[src/rtl/core/sq_cq_ring_doorbell_tracker_defines.svh]
// ----------------------------------------------------------------------------
// sq_cq_ring_doorbell_tracker_defines.svh
// Assertion macros used by the ring tracker top level.
// ----------------------------------------------------------------------------
`ifndef SQ_CQ_RING_DOORBELL_TRACKER_DEFINES_SVH
`define SQ_CQ_RING_DOORBELL_TRACKER_DEFINES_SVH

// Same-cycle implication, checked on every clock outside reset.
`define SQCQ_ASSERT_SAME(lbl, ante, cons, msg) \
  lbl: assert property (@(posedge clk) disable iff (!rst_n) (ante) |-> (cons)) \
    else $error(msg);

// Next-cycle implication, checked on every clock outside reset.
`define SQCQ_ASSERT_NEXT(lbl, ante, cons, msg) \
  lbl: assert property (@(posedge clk) disable iff (!rst_n) (ante) |=> (cons)) \
    else $error(msg);

`endif

[src/rtl/core/sqcq_pkg.sv]
// ----------------------------------------------------------------------------
// sqcq_pkg
// Types and constants of the submission/completion ring tracker.
// ----------------------------------------------------------------------------
package sqcq_pkg;

  localparam int RING_DEPTH  = 1024;
  localparam int TAG_WIDTH   = 16;
  localparam int IDX_W       = $clog2(RING_DEPTH);

  // Fixed field widths
  localparam int QNUM_W      = 16;
  localparam int CMD_W       = 8;
  localparam int CFG_DATA_W  = 16;
  localparam int CFG_ADDR_W  = 2;
  localparam int RTAG_W      = 16;
  localparam int STATUS_W    = 8;
  localparam int SLOT_W      = 10;
  localparam int DB_IDX_W    = 16;
  localparam int DB_W        = 64;
  localparam int IN_TDATA_W  = 32;
  localparam int OUT_TDATA_W = 96;

  localparam logic [STATUS_W-1:0] STATUS_OK     = 8'h00;
  localparam logic [STATUS_W-1:0] STATUS_OK_ALT = 8'h0d;

  typedef enum logic {
    KIND_SUBMIT = 1'b0,
    KIND_POLL   = 1'b1
  } kind_t;

  typedef enum logic [1:0] {
    RC_OK    = 2'd0,
    RC_BUSY  = 2'd1,
    RC_AGAIN = 2'd2,
    RC_IOERR = 2'd3
  } rc_t;

  typedef enum logic [CFG_ADDR_W-1:0] {
    CFG_QUEUE_NUMBER = 2'd0,
    CFG_SQ_DB_CMD    = 2'd1,
    CFG_CQ_DB_CMD    = 2'd2
  } cfg_idx_t;

  // Access to the tag cache for one word
  typedef struct packed {
    logic                 we;
    logic                 rd;
    logic [IDX_W-1:0]     addr;
    logic [TAG_WIDTH-1:0] wdata;
  } tag_req_t;

  // Result of one word, minus the tag that comes out of the cache
  typedef struct packed {
    rc_t               rc;
    logic              db_valid;
    logic [DB_W-1:0]   db_word;
    logic [SLOT_W-1:0] slot;
    logic              tag_sel;
  } res_t;

  // Ring state, seen by the checks in the top level
  typedef struct packed {
    logic             full;
    logic [IDX_W-1:0] tail;
    logic [IDX_W-1:0] sq_head;
  } ring_stat_t;

endpackage

[src/rtl/core/sqcq_ring_ctrl.sv]
// ----------------------------------------------------------------------------
// sqcq_ring_ctrl
// Ring indices, phase, full flag and config registers; decides each word.
// ----------------------------------------------------------------------------
module sqcq_ring_ctrl
  import sqcq_pkg::*;
(
  input  logic                  clk,
  input  logic                  rst_n,
  input  logic                  cfg_we,
  input  logic [CFG_ADDR_W-1:0] cfg_addr,
  input  logic [CFG_DATA_W-1:0] cfg_wdata,
  input  logic                  acc,
  input  kind_t                 kind,
  input  logic [RTAG_W-1:0]     request_tag,
  input  logic                  completion_phase,
  input  logic [STATUS_W-1:0]   entry_status,
  output res_t                  res,
  output tag_req_t              tag_req,
  output ring_stat_t            stat
);

  logic [QNUM_W-1:0] qnum_r, qnum_nxt;
  logic [CMD_W-1:0]  sq_cmd_r, sq_cmd_nxt;
  logic [CMD_W-1:0]  cq_cmd_r, cq_cmd_nxt;
  logic [IDX_W-1:0]  tail_r, tail_nxt;
  logic [IDX_W-1:0]  sq_head_r, sq_head_nxt;
  logic [IDX_W-1:0]  cq_head_r, cq_head_nxt;
  logic              phase_r, phase_nxt;
  logic              full_r, full_nxt;
  logic [IDX_W-1:0]  tail_inc, head_inc;

  function automatic logic [IDX_W-1:0] next_idx(input logic [IDX_W-1:0] i);
    logic [IDX_W-1:0] r;
    r = (i == IDX_W'(RING_DEPTH - 1)) ? '0 : i + IDX_W'(1);
    return r;
  endfunction

  assign tail_inc = next_idx(tail_r);
  assign head_inc = next_idx(cq_head_r);

  always_comb begin
    qnum_nxt   = qnum_r;
    sq_cmd_nxt = sq_cmd_r;
    cq_cmd_nxt = cq_cmd_r;
    if (cfg_we) begin
      unique case (cfg_idx_t'(cfg_addr))
        CFG_QUEUE_NUMBER: qnum_nxt   = cfg_wdata;
        CFG_SQ_DB_CMD:    sq_cmd_nxt = cfg_wdata[CMD_W-1:0];
        CFG_CQ_DB_CMD:    cq_cmd_nxt = cfg_wdata[CMD_W-1:0];
        default:          ;
      endcase
    end
  end

  always_comb begin
    tail_nxt     = tail_r;
    sq_head_nxt  = sq_head_r;
    cq_head_nxt  = cq_head_r;
    phase_nxt    = phase_r;
    full_nxt     = full_r;
    res.rc       = RC_OK;
    res.db_valid = 1'b0;
    res.db_word  = '0;
    res.slot     = SLOT_W'(tail_r);
    res.tag_sel  = 1'b0;
    tag_req      = '0;
    tag_req.addr = tail_r;
    if (acc) begin
      if (kind == KIND_SUBMIT) begin
        if (full_r) begin
          res.rc = RC_BUSY;
        end else begin
          tag_req.we    = 1'b1;
          tag_req.wdata = TAG_WIDTH'(request_tag);
          tail_nxt      = tail_inc;
          full_nxt      = (tail_inc == sq_head_r);
          res.db_valid  = 1'b1;
          res.db_word   = {16'h0000, DB_IDX_W'(tail_inc), 8'h00, sq_cmd_r, qnum_r};
        end
      end else begin
        res.slot     = SLOT_W'(cq_head_r);
        tag_req.addr = cq_head_r;
        priority if (completion_phase != phase_r) begin
          res.rc = RC_AGAIN;
        end else if (entry_status != STATUS_OK && entry_status != STATUS_OK_ALT) begin
          res.rc = RC_IOERR;
        end else begin
          // Read the cached tag and clear the slot behind it
          tag_req.rd   = 1'b1;
          tag_req.we   = 1'b1;
          full_nxt     = 1'b0;
          cq_head_nxt  = head_inc;
          sq_head_nxt  = head_inc;
          phase_nxt    = (head_inc == '0) ? ~phase_r : phase_r;
          res.db_valid = 1'b1;
          res.db_word  = {16'h0000, DB_IDX_W'(head_inc), 8'h00, cq_cmd_r, qnum_r};
          res.tag_sel  = 1'b1;
        end
      end
    end
  end

  always_ff @(posedge clk) begin
    if (!rst_n) begin
      qnum_r    <= '0;
      sq_cmd_r  <= '0;
      cq_cmd_r  <= CMD_W'(1);
      tail_r    <= '0;
      sq_head_r <= '0;
      cq_head_r <= '0;
      phase_r   <= 1'b1;
      full_r    <= 1'b0;
    end else begin
      qnum_r    <= qnum_nxt;
      sq_cmd_r  <= sq_cmd_nxt;
      cq_cmd_r  <= cq_cmd_nxt;
      tail_r    <= tail_nxt;
      sq_head_r <= sq_head_nxt;
      cq_head_r <= cq_head_nxt;
      phase_r   <= phase_nxt;
      full_r    <= full_nxt;
    end
  end

  assign stat.full    = full_r;
  assign stat.tail    = tail_r;
  assign stat.sq_head = sq_head_r;

endmodule

[config.mk]
export PLATFORM = sky130hd
export DESIGN_NAME = sqcq_ring_ctrl
export DESIGN_NICKNAME = d
export VERILOG_FILES = /design/src/rtl/core/sq_cq_ring_doorbell_tracker_defines.svh /design/src/rtl/core/sqcq_pkg.sv /design/src/rtl/core/sqcq_ring_ctrl.sv
export SDC_FILE = /design/constraint.sdc
export NUM_CORES = 1
export LEC_CHECK = 0
export BUFFER_PORTS_ARGS = -buffer_cell sky130_fd_sc_hd__buf_2
export CORE_MARGIN = 3
export CORE_UTILIZATION = 47
export CTS_CLUSTER_DIAMETER = 60
export CTS_CLUSTER_SIZE = 24
export DETAILED_ROUTE_END_ITERATION = 10
export PLACE_DENSITY = 0.84
export SETUP_SLACK_MARGIN = 0.4
export SLEW_MARGIN = 40
export SYNTH_ARGS = -nofsm -noshare
export SYNTH_HDL_FRONTEND = slang
export SYNTH_SLANG_ARGS = --single-unit
export TNS_END_PERCENT = 50
[constraint.sdc]
create_clock -name clk -period 2.5 [get_ports clk]
set_input_delay 0.125 -clock clk [delete_from_list [all_inputs] [get_ports clk]]
set_output_delay 0.125 -clock clk [all_outputs]
set_load 0.01 [all_outputs]
[Yosys cells after proc, flatten, opt, wreduce, memory -nomap -nowiden]
Cells that the tools add are included.
Word-level totals
  flip-flop bits (word level): 54
Operators by class
  add/subtract/negate cells: 2
  equal/unequal tests: 9
  muxes and demuxes: 25
  bitwise operators: 5
  reductions and logical operators: 11
Operators with widths (count)
  $mux W65: 3
  $mux W78: 1
  $mux W67: 1
  $mux W16: 2
  $mux W28: 1
  $mux W11: 2
  $add A10 B1 Y10 const B: 2
  $eq A10 B10 Y1 const B: 2
  $mux W10: 2
  $eq A10 B10 Y1: 1
  $logic_not A10 Y1: 1
  $mux W1: 9
  $mux W2: 4
  $ne A8 B4 Y1 const B: 1
  $reduce_bool A8 Y1: 1
  $reduce_and A2 Y1: 3
  $reduce_and A3 Y1: 2
  $not A1 Y1: 5
  $reduce_and A5 Y1: 1
  $ne A2 B2 Y1 const B: 2
  $reduce_and A4 Y1: 1
  $eq A2 B1 Y1 const B: 1
  $eq A2 B2 Y1 const B: 1
  $logic_not A2 Y1: 1
  other kinds (2): 2

[Longest topological paths before layout]
  depth after elaboration: 6
  depth in mapped cells: 8

[Worst setup path after synthesis]
No wires, ideal clock.
  path type: register to output
  start: register tail_r[6]
  end: output port res[43] in the netlist's numbering
  arrival time: 1.893 ns
  required time: 2.375 ns
  setup slack: 0.482 ns
  cell stages (with the launch flop): 8
  cells stage by stage: dfxtp_1 > buf_2 > nand4_1 > or2_2 > clkbuf_1 > o21ai_0 > nor2_1 > or2_2
RTL lines
  from (decl): line sqcq_ring_ctrl.sv:26  | logic [IDX_W-1:0] tail_r, tail_nxt;
  from (signal assigned): line sqcq_ring_ctrl.sv:118  | tail_r <= tail_nxt;
  to (decl): line sqcq_ring_ctrl.sv:18  | output res_t res,

==> summary.md <==
| Metric | Value |
|---|---|
| Cell-internal power | `1.21 mW` |
| CTS tree | `yes` |
| Root Driver | `clkbuf_8` |
| Finished Layout Cells | `725` |
| Die height | `94.3 µm` |
| RSZ-0062 raised after global routing | `true` |
| DRT Wirelength | `11.8 mm` |
| Max FO, Critical Path | `15` |
| I/O pins | `175` |
| P per Cell Area | `~360 nW/µm²` |
| DRC Markers | `0` |
| Power share of the combinational group | `between 10% and 20%` |
| Hold Slack | `39.7 ps` |
| Die X | `94.3 µm` |
| Core Util, Final | `63.7%` |
| Placed Cells | `689` |
| # diodes | `0` |
| Tmin final | `about 2000 ps` |
| WL/cell | `16.3 µm` |
| I/O Buffers | `144` |
| Via/cell ratio | `between 5 and 6` |
| Clock-pin slew on the worst setup and hold paths | `100 ps` |
| Core Rows | `31` |
| Slew Limit Headroom | `54.9%` |
| Seq/Total Area, Yosys | `29.5%` |
| Critical path required time | `2380 ps` |
| Layout area overhead | `28.8%` |
| # Max-Cap Violations | `0` |
| Hpwl dp | `8.68 mm` |
| Drt initial violations | `239` |
| Share of layout cells above drive strength 1 | `39.5%` |
| Num Clock Sinks | `54` |
| CP endpoint kind | `primary output` |
| Fmax | `488 MHz` |
| Core outline area | `7410 µm²` |
| Global-route usage over all layers | `25.1%` |
| Switching share of power | `28.2%` |
| Critical Path Source Type | `primary input` |
| Post-synthesis cell count | `483` |
| H-tree levels | `2` |
| Nets | `675` |
| R2R setup slack | `540 ps` |
| Pleak | `2.30 nW` |
| Area after DPL | `about 4300 µm²` |
| Post-synth top area cell | `dfxtp_1` |
| Via count | `3974` |
| Number of synthesis warnings | `0` |
| CTS buffer count | `5` |
| Post-synth ARST share | `0%` |
| Setup TNS | `0 ps` |
| Primary FF master, synth | `dfxtp_1` |
| Final Power | `1.68 mW` |
| Largest cells by area after synthesis | `dfxtp_1 (30%), buf_4 (9.2%), nand2_1 (6.8%), nor2_1 (4.4%), a21oi_1 (4.4%)` |
| Arrival time worst endpoint | `1930 ps` |
| Critical path's most frequent cell | `buf_2` |
| Initial core utilization | `49.4%` |
| Critical path, cell by cell | `buf_2 > or4_4 > a211oi_4 > nand4_4 > buf_4 > nor3_2 > or2_2 > buf_2` |
| Worst Tran Pin Value | `676 ps` |
| Initial antenna violation count | `0` |
| Antenna viol nets, final | `0` |
| Final instance area | `4720 µm²` |
| Tcrit/Tclk final | `82.0%` |
| Post-synth EDFFs | `0` |
| CP max-delay cell | `or4_4` |
| Switching power | `0.473 mW` |
| Clk pwr share | `approximately 33%` |
| Hold Vio Cnt, Final | `0` |
| First-pass GRT wire length | `between 15 and 20 mm` |
| Fin Clk Skew | `5.19 ps` |
| Critical path class | `in2out` |
| Largest net degree at the start of global routing | `32` |
| Final setup viols | `0` |
| DIE AREA | `8880 µm²` |
| Clock latency on the worst-skew pair | `around 310 ps` |
| Yosys cell types | `57` |
| Number of synthesized register bits | `54` |
| Setup WS pre-CTS | `238 ps` |
| Final Wtd Congestion | `~0.95` |
| Max VDD drop | `248 µV` |
| Max-slew violations | `0` |
| Slowest Stage Delay on Critical Path | `540 ps` |
| Flop pwr share | `52.4%` |
| DRT Pass-1 Iters | `4` |
| Max clock buf depth | `2` |
| Total gr overflow | `0` |
| Vias in the first global route | `3705` |
| Status | `finished, final reports clean` |
| Worst setup margin | `450 ps` |
| Syn Area/Cell | `7.58 µm²` |
| Synth top area share | `29.5%` |
| Post-Syn Area | `3660 µm²` |
| Type of the worst min-delay path | `in2reg` |
## power by group through the flow
stage,Sequential (mW),Combinational [mW],Clock [mW]
floorplan,0.907,0.177,0
global placement,0.907,0.235,0
detailed placement,0.908,0.240,0
CTS,0.885,0.242,0.567
global route,0.882,0.276,0.601
finish,0.880,0.251,0.548
## cell families after synthesis
logic type                 after synthesis  synth area share [%]
muxes                                   24                  6.84
xor gates and xnor gates                22                  5.26
and+or+nand+nor                        201                  27.4
adders and majority gates                2                 0.683
AOI/OAI and AO/OA                       90                  16.3
other                                    1                 0.102
buffers and inverters                   89                  13.9
DFF                                     54                  29.5
## Yosys cell counts, types with 6 or more instances
master / instances
nand3_1: 13
and3_1: 16
nand4_1: 6
xnor2_1: 11
nor4_1: 8
a22o_1: 8
nand2_1: 66
or3_1: 6
nor2b_1: 19
xor2_1: 11
clkbuf_1: 31
mux2_2: 8
dfxtp_1: 54
buf_4: 45
nor2_1: 43
mux2i_1: 16
a21oi_1: 32
o21ai_0: 18
## worst paths after layout
path                      to            start  cells after the start
hold reg to reg   qnum_r[11]       qnum_r[11]                      2
hold / removal     qnum_r[9]     cfg_wdata[9]                      3
setup / recovery     res[43]  entry_status[5]                      8
setup reg to reg     phase_r     cq_head_r[7]                      6
## sequential cells by signal (all words and copies together), names as in the netlist
name	flops
cq_cmd_r	8
cq_head_r	10
full_r	1
phase_r	1
qnum_r	16
sq_cmd_r	8
tail_r	10
## placed cells by master, fill, tap and decap left out, drive strengths merged, types with 3 or more instances in the layout
cell     count
and2         3
o22ai        5
nand2       66
nand3       13
buf        188
mux2i       16
xor2        11
a211oi       4
or3          6
and3        16
o21ai       18
mux2         8
o2bb2ai      3
nand4        8
nor2b       19
dfxtp       54
or2          4
nand3b       3
inv          8
xnor2       11
nor3         4
a21oi       32
a22o         8
clkbuf       6
nor2        43
conb        30
nor4         8
## worst max-delay path, delay by kind of cell
family	cells	cell delay (ps)
simple gates	4	1040
buf+inv	3	450
compound gates	1	330
## final cells by class
type	instances	area, µm²
fill	650	2690
inverter	7	31.3
timing repair buffer	188	1060
clock inverter	2	20.0
tap	99	124
clock buffer	6	82.6
sequential	54	1120
multi-input combinational	369	2280
## what timing repair did
item	in CTS	in global routing
gates resized for setup	27	24
hold buffers	0	0
endpoints found under the setup margin	17	33
buffers inserted	4	24
endpoints found under the hold margin	0	0
pin swaps	2	8
## per-layer routing
| layer | global-route usage, % | vias to the layer above | wire, µm |
|---|---|---|---|
| met2 | 45.0 | 235 | 5800 |
| li1 | - | 1870 | - |
| met4 | 8.78 | 0 | 301 |
| met5 | 0 | - | 0 |
| met3 | 7.45 | 27 | 1380 |
| met1 | 28.0 | 1842 | 4310 |
Power figures use the tool's default switching activity.
